===== config.mk =====
export PLATFORM = sky130hd
export DESIGN_NAME = fbab_queue
export DESIGN_NICKNAME = d
export VERILOG_FILES = /design/src/rtl/core/fbab_pkg.sv /design/src/rtl/core/fbab_queue.sv
export SDC_FILE = /design/constraint.sdc
export NUM_CORES = 1
export LEC_CHECK = 0
export ABC_AREA = 0
export BUFFER_PORTS_ARGS = -buffer_cell sky130_fd_sc_hd__buf_2
export CAP_MARGIN = 15
export CORE_MARGIN = 10
export CORE_UTILIZATION = 35
export DETAILED_ROUTE_END_ITERATION = 8
export PLACE_DENSITY = 0.69
export SYNTH_ARGS = -nofsm -noshare
export SYNTH_HDL_FRONTEND = slang
export SYNTH_SLANG_ARGS = --single-unit

===== constraint.sdc =====
create_clock -name clock -period 3.28 [get_ports clock]
set_clock_uncertainty 0.1 [all_clocks]
set_input_delay 0.492 -clock clock [delete_from_list [all_inputs] [get_ports clock]]
set_output_delay 0.492 -clock clock [all_outputs]
set_load 0.02 [all_outputs]

===== src/rtl/core/fbab_pkg.sv =====
// shared types, constants and pixel functions for the rgb565 frame store
// no dependencies
package fbab_pkg;

   localparam int unsigned MAX_PIXELS  = 131072;
   localparam int unsigned ADDR_W      = $clog2(MAX_PIXELS);
   localparam int unsigned DIM_W       = 11;
   localparam int unsigned POS_W       = 12;
   localparam int unsigned COLOUR_W    = 16;
   localparam int unsigned ALPHA_W     = 8;
   localparam int unsigned PROD_W      = 2 * DIM_W;
   localparam int unsigned QUEUE_DEPTH = 2;
   localparam int unsigned QPTR_W      = $clog2(QUEUE_DEPTH);
   localparam int unsigned QCNT_W      = $clog2(QUEUE_DEPTH + 1);

   localparam logic [31:0]        SPREAD_MASK  = 32'h07e0_f81f;
   localparam logic [ALPHA_W-1:0] ALPHA_OPAQUE = 8'hFF;

   typedef enum logic [1:0] {
      MODE_DRAW  = 2'd0,
      MODE_READ  = 2'd1,
      MODE_DIRTY = 2'd2,
      MODE_NONE  = 2'd3
   } mode_type;

   typedef enum logic [1:0] {
      CSR_WIDTH  = 2'd0,
      CSR_HEIGHT = 2'd1,
      CSR_SWAP   = 2'd2
   } csr_index_type;

   typedef struct packed {
      logic [DIM_W-1:0] width;
      logic [DIM_W-1:0] height;
      logic             swap;
   } cfg_type;

   typedef struct packed {
      mode_type            mode;
      logic                clip;
      logic [ADDR_W-1:0]   addr;
      logic [COLOUR_W-1:0] colour;
      logic [ALPHA_W-1:0]  alpha;
   } entry_type;

   typedef struct packed {
      logic not_empty;
      logic full;
   } queue_status_type;

   function automatic logic [COLOUR_W-1:0] swap16(input logic [COLOUR_W-1:0] v);
      return {v[7:0], v[15:8]};
   endfunction

   // spread both to 32 bits, weight 0..32, fold back
   function automatic logic [COLOUR_W-1:0] blend(input logic [COLOUR_W-1:0] fg,
                                                 input logic [COLOUR_W-1:0] bg,
                                                 input logic [ALPHA_W-1:0]  alpha);
      logic [ALPHA_W:0] w_sum;
      logic [5:0]       w;
      logic [31:0]      fg32;
      logic [31:0]      bg32;
      logic [31:0]      diff;
      logic [31:0]      prod;
      logic [31:0]      step;
      logic [31:0]      sum;
      w_sum = {1'b0, alpha} + (ALPHA_W+1)'(4);
      w     = w_sum[ALPHA_W:3];
      fg32  = {fg, fg} & SPREAD_MASK;
      bg32  = {bg, bg} & SPREAD_MASK;
      diff  = fg32 - bg32;
      prod  = diff * {26'd0, w};
      step  = (prod >> 5) & SPREAD_MASK;
      sum   = bg32 + step;
      return sum[15:0] | sum[31:16];
   endfunction

endpackage


===== src/rtl/core/fbab_queue.sv =====
// short queue of classified requests between front and back
// depends on fbab_pkg
module fbab_queue (
   input  logic                       clock,
   input  logic                       reset,
   input  logic                       push_valid,
   output logic                       push_ready,
   input  fbab_pkg::entry_type        push_entry,
   output logic                       pop_valid,
   input  logic                       pop,
   output fbab_pkg::entry_type        pop_entry,
   output fbab_pkg::queue_status_type status
);

   fbab_pkg::entry_type         entries_ff [fbab_pkg::QUEUE_DEPTH];
   logic [fbab_pkg::QPTR_W-1:0] wr_ptr_ff;
   logic [fbab_pkg::QPTR_W-1:0] rd_ptr_ff;
   logic [fbab_pkg::QCNT_W-1:0] count_ff;
   logic                        do_push;
   logic                        do_pop;

   assign push_ready = count_ff != fbab_pkg::QCNT_W'(fbab_pkg::QUEUE_DEPTH);
   assign pop_valid  = count_ff != '0;
   assign pop_entry  = entries_ff[rd_ptr_ff];
   assign do_push    = push_valid && push_ready;
   assign do_pop     = pop && pop_valid;

   assign status.not_empty = pop_valid;
   assign status.full      = !push_ready;

   always_ff @(posedge clock) begin
      if (reset) begin
         wr_ptr_ff <= '0;
         rd_ptr_ff <= '0;
         count_ff  <= '0;
      end else begin
         if (do_push) begin
            wr_ptr_ff <= (wr_ptr_ff == fbab_pkg::QPTR_W'(fbab_pkg::QUEUE_DEPTH - 1)) ?
                         '0 : wr_ptr_ff + 1'b1;
         end
         if (do_pop) begin
            rd_ptr_ff <= (rd_ptr_ff == fbab_pkg::QPTR_W'(fbab_pkg::QUEUE_DEPTH - 1)) ?
                         '0 : rd_ptr_ff + 1'b1;
         end
         if (do_push && !do_pop) begin
            count_ff <= count_ff + 1'b1;
         end else if (do_pop && !do_push) begin
            count_ff <= count_ff - 1'b1;
         end
      end
   end

   always_ff @(posedge clock) begin
      if (do_push) begin
         entries_ff[wr_ptr_ff] <= push_entry;
      end
   end

endmodule


# Word-level counts from Yosys, hierarchy flattened
# Memory sizes are Yosys's and may differ from the RTL's. A register that Yosys moved wholly into a read port is not among the register bits.
# Cells that the tools add are included.
dict set report totals {
  ramBits 88
  input_bits 48
  elab_cells 26
  memories 1
  output_inout_bits 48
  reg_bits 4
}
dict set report classes {
  n_mux 8
  n_addsub 4
  reduce_logical 9
  eq_ne 1
}
# memory depth width rd rd_ports_with_merged_regs wr line_no
set memory_table {}
lappend memory_table {entries_ff 2 44 1 1 1 fbab_queue.sv:15} ;# fbab_pkg::entry_type entries_ff [fbab_pkg::QUEUE_DEPTH];
# op n
set op_table {}
lappend op_table {{$mux 1} 6}
lappend op_table {{$logic_and 1x1->1} 4}
lappend op_table {{$mux 2} 2}
lappend op_table {{$reduce_bool 2->1} 2}
lappend op_table {{$logic_not 1->1} 3}
lappend op_table {{$add 1x1->1 const B} 2}
lappend op_table {{$add 2x1->2 const B} 1}
lappend op_table {{$ne 2x2->1 const B} 1}
lappend op_table {{$sub 2x1->2 const B} 1}

# Longest topological paths before layout
dict set report depth {
  word_depth 6
  mapped_depth 7
  depth_no_buf 7
}

# Worst setup path before layout
# Ideal clock, no wire load.
dict set report synth_timing {
  kind {register to register}
  start {register count_ff[0] (netlist name)}
  end {memory entries_ff[0][0] (netlist name), enable pin}
  slack_ps 927
  t_arrival_ps 1855
  setup_time_ps 398
  n_path_buf 0
  period_less_slack_ps 2353
  t_required_ps 2782
  stages_incl_launch_ff 5
  cell_sequence {dfxtp_1 -> nand2b_4 -> inv_2 -> or3_1 -> inv_1}
}
dict set report synth_via {
  elab_chain_len 4
}
# element line_no
set synth_lines {}
lappend synth_lines {{start, declared} fbab_queue.sv:18} ;# logic [fbab_pkg::QCNT_W-1:0] count_ff;
lappend synth_lines {{start signal, assigned} fbab_queue.sv:46} ;# count_ff <= count_ff + 1'b1;
lappend synth_lines {{start signal, assigned} fbab_queue.sv:48} ;# count_ff <= count_ff - 1'b1;
lappend synth_lines {{$ne 2x2->1} fbab_queue.sv:22} ;# assign push_ready = count_ff != fbab_pkg::QCNT_W'(fbab_pkg::QUEUE_DEPTH);
lappend synth_lines {{net push_ready} fbab_queue.sv:7} ;# output logic push_ready,
lappend synth_lines {{$logic_and 1x1->1} fbab_queue.sv:25} ;# assign do_push = push_valid && push_ready;
lappend synth_lines {{$mux 1} fbab_queue.sv:54} ;# if (do_push) begin
lappend synth_lines {{$mux 1 (not written as such)} fbab_queue.sv:55} ;# entries_ff[wr_ptr_ff] <= push_entry;
lappend synth_lines {{end, declared} fbab_queue.sv:15}
# The timed path passes the listed nets, and every way through them passes these cells.

==> run metrics <==
Compound-Gate Fraction of Synth Area 0.00736; RSZ-0062 raised after global routing false; worst flop-to-flop path startpoint count_ff[0]; vias 1,779; Slew headroom 0.577; Synth Instances 164; clk sinks 93; Sequential Power Share 0.460; synth unique cells 16; fmax 410 MHz; DRC 0; HPWL Detailed 4.70 mm; GP Congestion 0.675; Post-CTS Setup Inserts 0; adder-cell share of the synthesized area 0.00368; Cell Int Power 2.41 mW; Fill cells 875; largest family of logic cells by synthesized area multiplexers; Tot GR Track Use 0.0938; final hold vios 0; Synth Area per Inst 20.7 µm²; Syn Std Cell Area 3400 µm²; drt wl/cell 16.5 µm; die area 14,100 µm²; Max-Cap Viols 0; core area 9370 µm²; CTS H-Tree Depth 3; CTS root buf clkbuf_8; sequential-to-total area share from yosys stat 0.806; startpoint types flop; simple-gate share of the synthesized area 0.0162; pin slew with the least headroom to its limit 0.634 ns; row count 35; leakage power 1.61 nW; P&R area growth vs syn 26.2%; Period minus WS final 2.44 ns; total routed wirelength 6.63 mm; CTS tree yes; TNS Setup 0 ns; die width 119 µm; Vias/cell 4.44; CTS Buf Count 9; Iter 0 DRT Violations 44; XOR/XNOR Fraction of Synth Area 0.00773; Slew Limit Fails 0; worst-skew pair later-pin latency 0.34 ns; Final period util 0.744; IO buf count 95; DR pass1 iterations 4; Ys Warns 0; Worst VDD drop 0.560 mV; Final #Nets 317; I/O Pins 96; cts repair resizes 0; Worst EP arrival 1.85 ns; GRT overflow 0; initial antenna violation count 0; CP Data Required Time 2.69 ns; Logic pwr share 0.287; initial core utilization 0.363; Antenna Nets Post-Route 0; post-layout util 0.458; largest net degree at the start of global routing 27; hold buffer count at cts 0; Max FO, Critical Path 23; Net Count, Synth 213; Final Cell Area 4290 µm²; Clock Power Share 0.253; ratio of cells with drive above 1 in the final layout 0.596; hold wc startpoint push_entry[12]; multiplexer share of the synthesized area 0.146; sw frac 0.299; Placed Area 4060 µm²; critical setup path kind flop to output pin; clock slew at reported path FFs 0.09 ns; Setup-failing EPs final 0; first-pass GRT wire length 10.4 mm; sw power 1.03 mW; critical path endpoint category output pin; hold crit path type input port to flop; vias in the first global route 2,022; register bit total from synthesis 93; status finished, final reports clean; Pwr Density 801 nW/µm²; Max clock buf depth 2; Die Height 119 µm; # diodes 0
per-stage QoR:
step                      std cells  setup WS [ns]  total power, mW  hold slack, ns
final                           401          0.841             3.44           0.231
after global routing            401          0.718             3.61           0.205
after CTS                       401          0.764             3.50           0.205
after detailed placement        386           1.15             2.62           0.390
after global placement          386           1.18             2.60           0.372
after floorplan                 164          0.927             2.27           0.351
per-layer routing:
layer	share of wire	wire length [µm]	global-route usage
met1	0.41	2690	0.102
met4	0.014	91	0.0450
met2	0.51	3410	0.158
met5	0	0	0
met3	0.067	442	0.0352
cell usage in the layout, fill, tap and decap left out, types with 2 or more instances in the layout:
cell type / n
buf_12: 2
mux2_2: 44
buf_4: 2
buf_2: 95
or3_1: 2
nor2_1: 4
dfxtp_1: 4
clkbuf_1: 2
bufinv_16: 3
edfxtp_1: 88
xor2_1: 3
inv_2: 2
a21oi_1: 2
o21ai_0: 3
clkbuf_8: 9
kinds of logic after synthesis:
family / count (synthesis)
XOR/XNOR: 3
multiplexers: 44
flip-flops: 93
AND/OR/NAND/NOR: 9
AO/OA/AOI/OAI: 5
buffers and inverters: 9
adder cells (fa/ha/maj): 1
worst max-delay path, stage by stage, from the launching register on:
cell and delay (ns):
dfxtp_2 0.72, buf_12 0.26, mux2_2 0.36, buf_2 0.16
synth_stat cells:
library cell | count | area share
inv_1 | 2 | 0.0022
or2_2 | 1 | 0.0018
mux2_2 | 44 | 0.15
and3_2 | 1 | 0.0022
or3_1 | 2 | 0.0037
nand2b_4 | 1 | 0.0040
xor2_1 | 3 | 0.0077
ha_1 | 1 | 0.0037
nor2_1 | 4 | 0.0044
buf_4 | 1 | 0.0022
a21oi_1 | 2 | 0.0029
buf_2 | 5 | 0.0074
dfxtp_1 | 5 | 0.029
edfxtp_1 | 88 | 0.78
inv_2 | 1 | 0.0011
o21ai_0 | 3 | 0.0044
layout make-up:
class	instances	area, µm²	share of cell area
timing repair buffer	99	531	0.124
tap	129	161	0.0376
sequential	93	2740	0.640
inverter	3	11.3	0.00262
multi-input combinational	62	614	0.143
clock buffer	11	131	0.0306
clock inverter	4	97.6	0.0227
power groups by stage:
| stage | Sequential [mW] | Clock (mW) | Combinational, mW |
|---|---|---|---|
| finish | 1.58 | 0.871 | 0.986 |
| global route | 1.60 | 0.939 | 1.07 |
| CTS | 1.59 | 0.900 | 1.01 |
| detailed placement | 1.61 | 0 | 1.01 |
| global placement | 1.60 | 0 | 0.998 |
| floorplan | 1.55 | 0 | 0.716 |
flip-flops by register name, indices dropped and copies added (netlist names), named ones only:
name,flops
rd_ptr_ff,1
count_ff,2
wr_ptr_ff,1
entries_ff,88
worst paths after layout:
path	slack, ns	endpoint	cells after the start
max	0.84	pop_entry[28]	3
min	0.23	entries_ff[0][12]	1
max reg2reg	1.25	entries_ff[1][8]	3
min reg2reg	0.40	wr_ptr_ff	2
Note: power is estimated with default switching activity, not from simulation.
