<file path="src/rtl/core/fbab_pkg.sv">
// shared types, constants and pixel functions for the rgb565 frame store
// no dependencies
package fbab_pkg;

   localparam int unsigned MAX_PIXELS  = 131072;
   localparam int unsigned ADDR_W      = $clog2(MAX_PIXELS);
   localparam int unsigned DIM_W       = 11;
   localparam int unsigned POS_W       = 12;
   localparam int unsigned COLOUR_W    = 16;
   localparam int unsigned ALPHA_W     = 8;
   localparam int unsigned PROD_W      = 2 * DIM_W;
   localparam int unsigned QUEUE_DEPTH = 2;
   localparam int unsigned QPTR_W      = $clog2(QUEUE_DEPTH);
   localparam int unsigned QCNT_W      = $clog2(QUEUE_DEPTH + 1);

   localparam logic [31:0]        SPREAD_MASK  = 32'h07e0_f81f;
   localparam logic [ALPHA_W-1:0] ALPHA_OPAQUE = 8'hFF;

   typedef enum logic [1:0] {
      MODE_DRAW  = 2'd0,
      MODE_READ  = 2'd1,
      MODE_DIRTY = 2'd2,
      MODE_NONE  = 2'd3
   } mode_type;

   typedef enum logic [1:0] {
      CSR_WIDTH  = 2'd0,
      CSR_HEIGHT = 2'd1,
      CSR_SWAP   = 2'd2
   } csr_index_type;

   typedef struct packed {
      logic [DIM_W-1:0] width;
      logic [DIM_W-1:0] height;
      logic             swap;
   } cfg_type;

   typedef struct packed {
      mode_type            mode;
      logic                clip;
      logic [ADDR_W-1:0]   addr;
      logic [COLOUR_W-1:0] colour;
      logic [ALPHA_W-1:0]  alpha;
   } entry_type;

   typedef struct packed {
      logic not_empty;
      logic full;
   } queue_status_type;

   function automatic logic [COLOUR_W-1:0] swap16(input logic [COLOUR_W-1:0] v);
      return {v[7:0], v[15:8]};
   endfunction

   // spread both to 32 bits, weight 0..32, fold back
   function automatic logic [COLOUR_W-1:0] blend(input logic [COLOUR_W-1:0] fg,
                                                 input logic [COLOUR_W-1:0] bg,
                                                 input logic [ALPHA_W-1:0]  alpha);
      logic [ALPHA_W:0] w_sum;
      logic [5:0]       w;
      logic [31:0]      fg32;
      logic [31:0]      bg32;
      logic [31:0]      diff;
      logic [31:0]      prod;
      logic [31:0]      step;
      logic [31:0]      sum;
      w_sum = {1'b0, alpha} + (ALPHA_W+1)'(4);
      w     = w_sum[ALPHA_W:3];
      fg32  = {fg, fg} & SPREAD_MASK;
      bg32  = {bg, bg} & SPREAD_MASK;
      diff  = fg32 - bg32;
      prod  = diff * {26'd0, w};
      step  = (prod >> 5) & SPREAD_MASK;
      sum   = bg32 + step;
      return sum[15:0] | sum[31:16];
   endfunction

endpackage

</file>
<file path="src/rtl/core/fbab_front.sv">
// front end: takes requests, clips them and forms the store address
// depends on fbab_pkg
module fbab_front (
   input  logic                          clock,
   input  logic                          reset,
   input  fbab_pkg::cfg_type             cfg,
   input  logic                          req_valid,
   output logic                          req_ready,
   input  logic [1:0]                    req_mode,
   input  logic [fbab_pkg::POS_W-1:0]    req_pos_x,
   input  logic [fbab_pkg::POS_W-1:0]    req_pos_y,
   input  logic [fbab_pkg::COLOUR_W-1:0] req_colour,
   input  logic [fbab_pkg::ALPHA_W-1:0]  req_alpha,
   output logic                          push_valid,
   output fbab_pkg::entry_type           push_entry,
   input  logic                          push_ready
);

   logic                          s1_valid_ff;
   logic                          s1_valid_in;
   fbab_pkg::mode_type            s1_mode_ff;
   logic                          s1_clip_ff;
   logic [fbab_pkg::PROD_W-1:0]   s1_prod_ff;
   logic [fbab_pkg::DIM_W-1:0]    s1_x_ff;
   logic [fbab_pkg::COLOUR_W-1:0] s1_colour_ff;
   logic [fbab_pkg::ALPHA_W-1:0]  s1_alpha_ff;

   logic                          accept;
   logic                          clip_in;
   logic [fbab_pkg::PROD_W-1:0]   prod_in;
   logic [fbab_pkg::PROD_W:0]     addr_full;
   logic                          out_of_store;

   assign req_ready = !s1_valid_ff || push_ready;
   assign accept    = req_valid && req_ready;

   // sign bit catches negatives, unsigned compare the far edges
   assign clip_in = req_pos_x[fbab_pkg::POS_W-1] || req_pos_y[fbab_pkg::POS_W-1] ||
                    (req_pos_x >= fbab_pkg::POS_W'(cfg.width)) ||
                    (req_pos_y >= fbab_pkg::POS_W'(cfg.height));

   assign prod_in = fbab_pkg::PROD_W'(req_pos_y[fbab_pkg::DIM_W-1:0]) *
                    fbab_pkg::PROD_W'(cfg.width);

   assign addr_full    = (fbab_pkg::PROD_W+1)'(s1_prod_ff) + (fbab_pkg::PROD_W+1)'(s1_x_ff);
   assign out_of_store = addr_full >= (fbab_pkg::PROD_W+1)'(fbab_pkg::MAX_PIXELS);

   assign push_valid        = s1_valid_ff;
   assign push_entry.mode   = s1_mode_ff;
   assign push_entry.clip   = s1_clip_ff || out_of_store;
   assign push_entry.addr   = addr_full[fbab_pkg::ADDR_W-1:0];
   assign push_entry.colour = s1_colour_ff;
   assign push_entry.alpha  = s1_alpha_ff;

   always_comb begin
      s1_valid_in = s1_valid_ff;
      if (accept) begin
         s1_valid_in = 1'b1;
      end else if (push_ready) begin
         s1_valid_in = 1'b0;
      end
   end

   always_ff @(posedge clock) begin
      if (reset) begin
         s1_valid_ff <= 1'b0;
      end else begin
         s1_valid_ff <= s1_valid_in;
      end
   end

   always_ff @(posedge clock) begin
      if (accept) begin
         s1_mode_ff   <= fbab_pkg::mode_type'(req_mode);
         s1_clip_ff   <= clip_in;
         s1_prod_ff   <= prod_in;
         s1_x_ff      <= req_pos_x[fbab_pkg::DIM_W-1:0];
         s1_colour_ff <= req_colour;
         s1_alpha_ff  <= req_alpha;
      end
   end

endmodule

</file>
<file path="config.mk">
export PLATFORM = sky130hd
export DESIGN_NAME = fbab_front
export DESIGN_NICKNAME = d
export VERILOG_FILES = /design/src/rtl/core/fbab_pkg.sv /design/src/rtl/core/fbab_front.sv
export SDC_FILE = /design/constraint.sdc
export NUM_CORES = 1
export LEC_CHECK = 0
export BUFFER_PORTS_ARGS = -buffer_cell sky130_fd_sc_hd__buf_2
export CAP_MARGIN = 20
export CORE_MARGIN = 2
export CORE_UTILIZATION = 55
export CTS_CLUSTER_DIAMETER = 80
export DETAILED_ROUTE_END_ITERATION = 10
export GPL_TIMING_DRIVEN = 0
export PLACE_DENSITY = 0.78
export SETUP_SLACK_MARGIN = 0.4
export SLEW_MARGIN = 20
export SYNTH_ARGS = -nofsm -noshare
export SYNTH_HDL_FRONTEND = slang
export SYNTH_SLANG_ARGS = --single-unit
</file>
<file path="constraint.sdc">
create_clock -name clock -period 6.05 [get_ports clock]
set_clock_uncertainty 0.05 [all_clocks]
set_input_delay 0.3025 -clock clock [delete_from_list [all_inputs] [get_ports clock]]
set_output_delay 0.3025 -clock clock [all_outputs]
set_load 0.01 [all_outputs]
</file>
==> Yosys cells after proc, flatten, opt, wreduce, memory -nomap -nowiden <==
Cells that the tools add are included.
{ "totals": {"out_inout_bits": 46, "input_bits": 77, "word_cells": 22, "register_bits": 61} }
{ "op_classes": {"order_cmp": 3, "n_reduce_logical": 8, "n_mul": 1, "addsub": 1, "n_mux": 2} }
{ "ops": {"columns": ["cell", "n"], "rows": [
  ["$ge A12 B11 Y1", 2],
  ["$add A22 B11 Y23", 1],
  ["$ge A23 B18 Y1 const B", 1],
  ["$mul A11 B11 Y22", 1],
  ["$logic_or A1 B1 Y1", 5],
  ["$mux W1", 2],
  ["$reduce_bool A2 Y1", 1],
  ["$logic_and A1 B1 Y1", 1],
  ["$logic_not A1 Y1", 1]
]} }

==> Logic depth before layout (Yosys ltp) <==
{ "depth": {"depth_word": 4, "depth_mapped": 19, "ltp_nobuf": 18} }

==> Least setup slack after synthesis <==
Ideal clock, no wire load.
{ "synth_timing": {"kind": "input-to-reg", "startpoint": "input port cfg[16] (netlist name)", "endpoint": "register s1_prod_ff[20] (netlist name), data pin", "cell_stages": 17, "n_path_buf": 1, "arrival_ps": 4584, "setup_time_ps": 269, "setup_slack_ps": 1148, "required_time_ps": 5731, "cell_sequence": "clkbuf_1 nand2_1 fa_1 inv_1 fa_1 fa_1 fa_1 inv_1 fa_1 inv_1 ha_1 nand2_1 nor2_1 o31a_1 a211oi_1 o31ai_1 xor2_1"} }
{ "synth_between": {"elab_chain_cells": 1} }
{ "synth_rtl": {"columns": ["element", "line_no", "text"], "rows": [
  ["from (decl)", "fbab_front.sv:6", "input fbab_pkg::cfg_type cfg,"],
  ["$mul A11 B11 Y22", "fbab_front.sv:42", "assign prod_in = fbab_pkg::PROD_W'(req_pos_y[fbab_pkg::DIM_W-1:0]) *"],
  ["named net prod_in, one bit", "fbab_front.sv:30", "logic [fbab_pkg::PROD_W-1:0] prod_in;"],
  ["to (signal assigned)", "fbab_front.sv:76", "s1_prod_ff <= prod_in;"],
  ["to (decl)", "fbab_front.sv:23", "logic [fbab_pkg::PROD_W-1:0] s1_prod_ff;"]
]} }
The timed path passes the listed nets, and every way through them passes these cells.
A chain may end at the register's enable or synchronous reset.

==> Final worst setup path <==
Ends and elaborated chain as after synthesis.

==> metrics.cfg <==
[power_and_ir_drop]
design_power_total_uw = 3420
ir_drop_v = 0.000289
power.leakage_uw = 0.00408
power_density_mw_per_mm2 = 411

[worst_hold_path]
hold_class = in -> reg

[clock_network]
h-tree-depth = 3
clk_latency_ns = 0.32
post_cts_buffers = 0
tritoncts.num_buffers = 9
path_clk_slew_ns = 0.05
cts.sinks = 61
clk_path_buf_depth = 2
cts_tree = built
cts_root_buf = clkbuf_16

[logic_synthesis]
syn-num-nets = 977
yosysSeqAreaShare_pct = 25.4
syn_area_per_cell_um2 = 9.88
ys_ff_latch = 61
syn-instance-count = 726
synth_cell_type_count = 51
ys.flop_type = edfxtp_1
synth-edff-count = 60
yosysWarnings = 0
synth_area_mm2 = 0.00717
async_flop_share_pct = 0

[grt]
grt_use_met3_pct = 2.85
grt_pass1_wl_um = 26400
antenna_found_initial = 0
grt_max_degree = 61
met1_usage_pct = 31.0
grt_busiest_layer = met2
gr-usage-all-layers_pct = 23.5
overflow = 0
grt_pass1_vias = 5672
met2_usage_pct = 40.3

[routing]
viasPerCell = 5.33
post_drt_wl_per_cell_um = 14.8
route.detailed.drc = 0
ant_nets = 0
drtIter0Drc = 331
wl_um = 15300
vias = 5520
drtPass1Iterations = 5

[cells_and_area]
layout_common_cells = 138 x inv_1, 121 x buf_2, 93 x ha_1, 81 x fa_1, 70 x nand2_1
syn_to_final_growth_pct = 16.0
multiInputGateArea_mm2 = 0.00475
seq_area_mm2 = 0.00182
final_common_cell = inv_1
drive_gt1_share_pct = 16.7
diodes = 0
fillers = 995
fin_nets = 1109

[timing]
period_share_pct = 88.6
tightestPinTransition_ns = 0.734
slew_headroom_pct = 51.1
fin_crit_ns = 5.36
slew_violations = 0
max_freq_ghz = 0.187
hold_viol_final = 0
rsz0062_at_grt = false
setup-tns-final_ns = 0
setup_viol = 0

[floorplan]
dieWidth_um = 118
num_rows = 41
die-area_mm2 = 0.0140
io_pins = 123
die_height_um = 118
core_mm2 = 0.0127
initial_utilization_pct = 56.6

[place]
place_congestion = 0.880
hpwl_um = 12600
port_buffers = 121

[worst_setup_path]
critPathCaptureType = register
crit_path_start_kind = input port
cp.required_ns = 6.14
critical_path_class = in -> reg
worst-path-max-fanout = 10
cp_data_arrival_time_ns = 5.45

[outcome]
outcome = finished, final reports clean

[job]
maxCapViolations = 0

-- repair_timing --
| item | CTS | global route |
|---|---|---|
| hold endpoints to repair | 0 | 0 |
| setup endpoints to repair | 0 | 2 |
| resized for setup | 0 | 3 |
| hold buffers | 0 | 0 |
-- cells by family after synthesis --
| kind of cell | count (synthesis) | synth area share [%] |
|---|---|---|
| and+or+nand+nor | 212 | 15.0 |
| adders and majority gates | 174 | 38.8 |
| buffers and inverters | 161 | 8.43 |
| AOI/OAI and AO/OA | 88 | 8.64 |
| DFF | 61 | 25.4 |
| xor gates and xnor gates | 28 | 3.42 |
| muxes | 2 | 0.314 |
-- critical path, cell delays in order --
cell	delay [ns]
buf_2	0.12
clkbuf_1	0.41
nand2_1	0.15
fa_1	0.58
fa_1	0.43
fa_1	0.49
inv_1	0.06
fa_1	0.53
inv_1	0.06
fa_1	0.54
inv_1	0.04
ha_1	0.32
o21a_1	0.15
o21ai_0	0.08
a41oi_1	0.44
a211oi_1	0.19
o31ai_1	0.30
xor2_1	0.25
-- report_power, final --
group | switching [uW] | total, uW | internal (uW)
combinational | 1280 | 2210 | 934
sequential | 42.7 | 678 | 636
clock | 171 | 528 | 357
-- Yosys cell counts, drive strengths merged (13+ instances only) --
| cell type | number | area share [%] |
|---|---|---|
| inv | 138 | 7.2 |
| ha | 93 | 16 |
| fa | 81 | 23 |
| nand2 | 70 | 3.7 |
| and2 | 65 | 5.7 |
| edfxtp | 60 | 25 |
| nor2 | 31 | 1.6 |
| clkbuf | 22 | 1.2 |
| a21oi | 21 | 1.5 |
| xnor2 | 18 | 2.2 |
| o21ai | 13 | 0.91 |
-- layout make-up --
cell class              count  share of cell area, %
multi-input cells         504                   57.2
flip-flops and latches     61                   21.9
repair buffers            121                   7.28
inverters                 139                   6.27
clock buffers               9                   2.71
well taps                 172                   2.59
clock inverters             7                   1.08
plain buffers              22                   1.01
-- flip-flops by register name, indices dropped and copies added, names as in the netlist --
signal / cells
s1_alpha_ff: 8
s1_prod_ff: 22
s1_mode_ff: 2
s1_colour_ff: 16
push_valid: 1
s1_x_ff: 11
s1_clip_ff: 1
-- metrics by stage --
step / utilization, % / instance area (um^2) / instances / hold slack [ns] / setup WS (ns)
after floorplan: - / 7170 / 726 / 0.322 / 1.15
after global placement: 63.1 / 7990 / 1019 / 0.408 / 0.401
after detailed placement: 63.1 / 7990 / 1019 / 0.412 / 0.397
after CTS: 65.6 / 8310 / 1035 / 0.0703 / 0.721
after global routing: 65.6 / 8320 / 1035 / 0.0790 / 0.445
final: 65.6 / 8320 / 1035 / 0.0808 / 0.688
-- worst paths after layout --
path | start | end | slack [ns] | cells after the start
hold / removal | reset | push_valid | 0.08 | 2
setup / recovery | cfg[16] | s1_prod_ff[20] | 0.69 | 18
hold reg to reg | push_valid | push_valid | 0.47 | 2
setup reg to reg | push_valid | s1_prod_ff[4] | 4.56 | 2
-- metal layers --
metal  wire, um  vias to the layer above  part of all wire, %
met2       7390                      208                   48
met5          0                        -                    0
li1           -                     2627                    -
met3       1050                       28                  6.9
met1       6540                     2657                   43
met4        366                        0                  2.4
No activity file was read; power rests on OpenSTA's default activity.
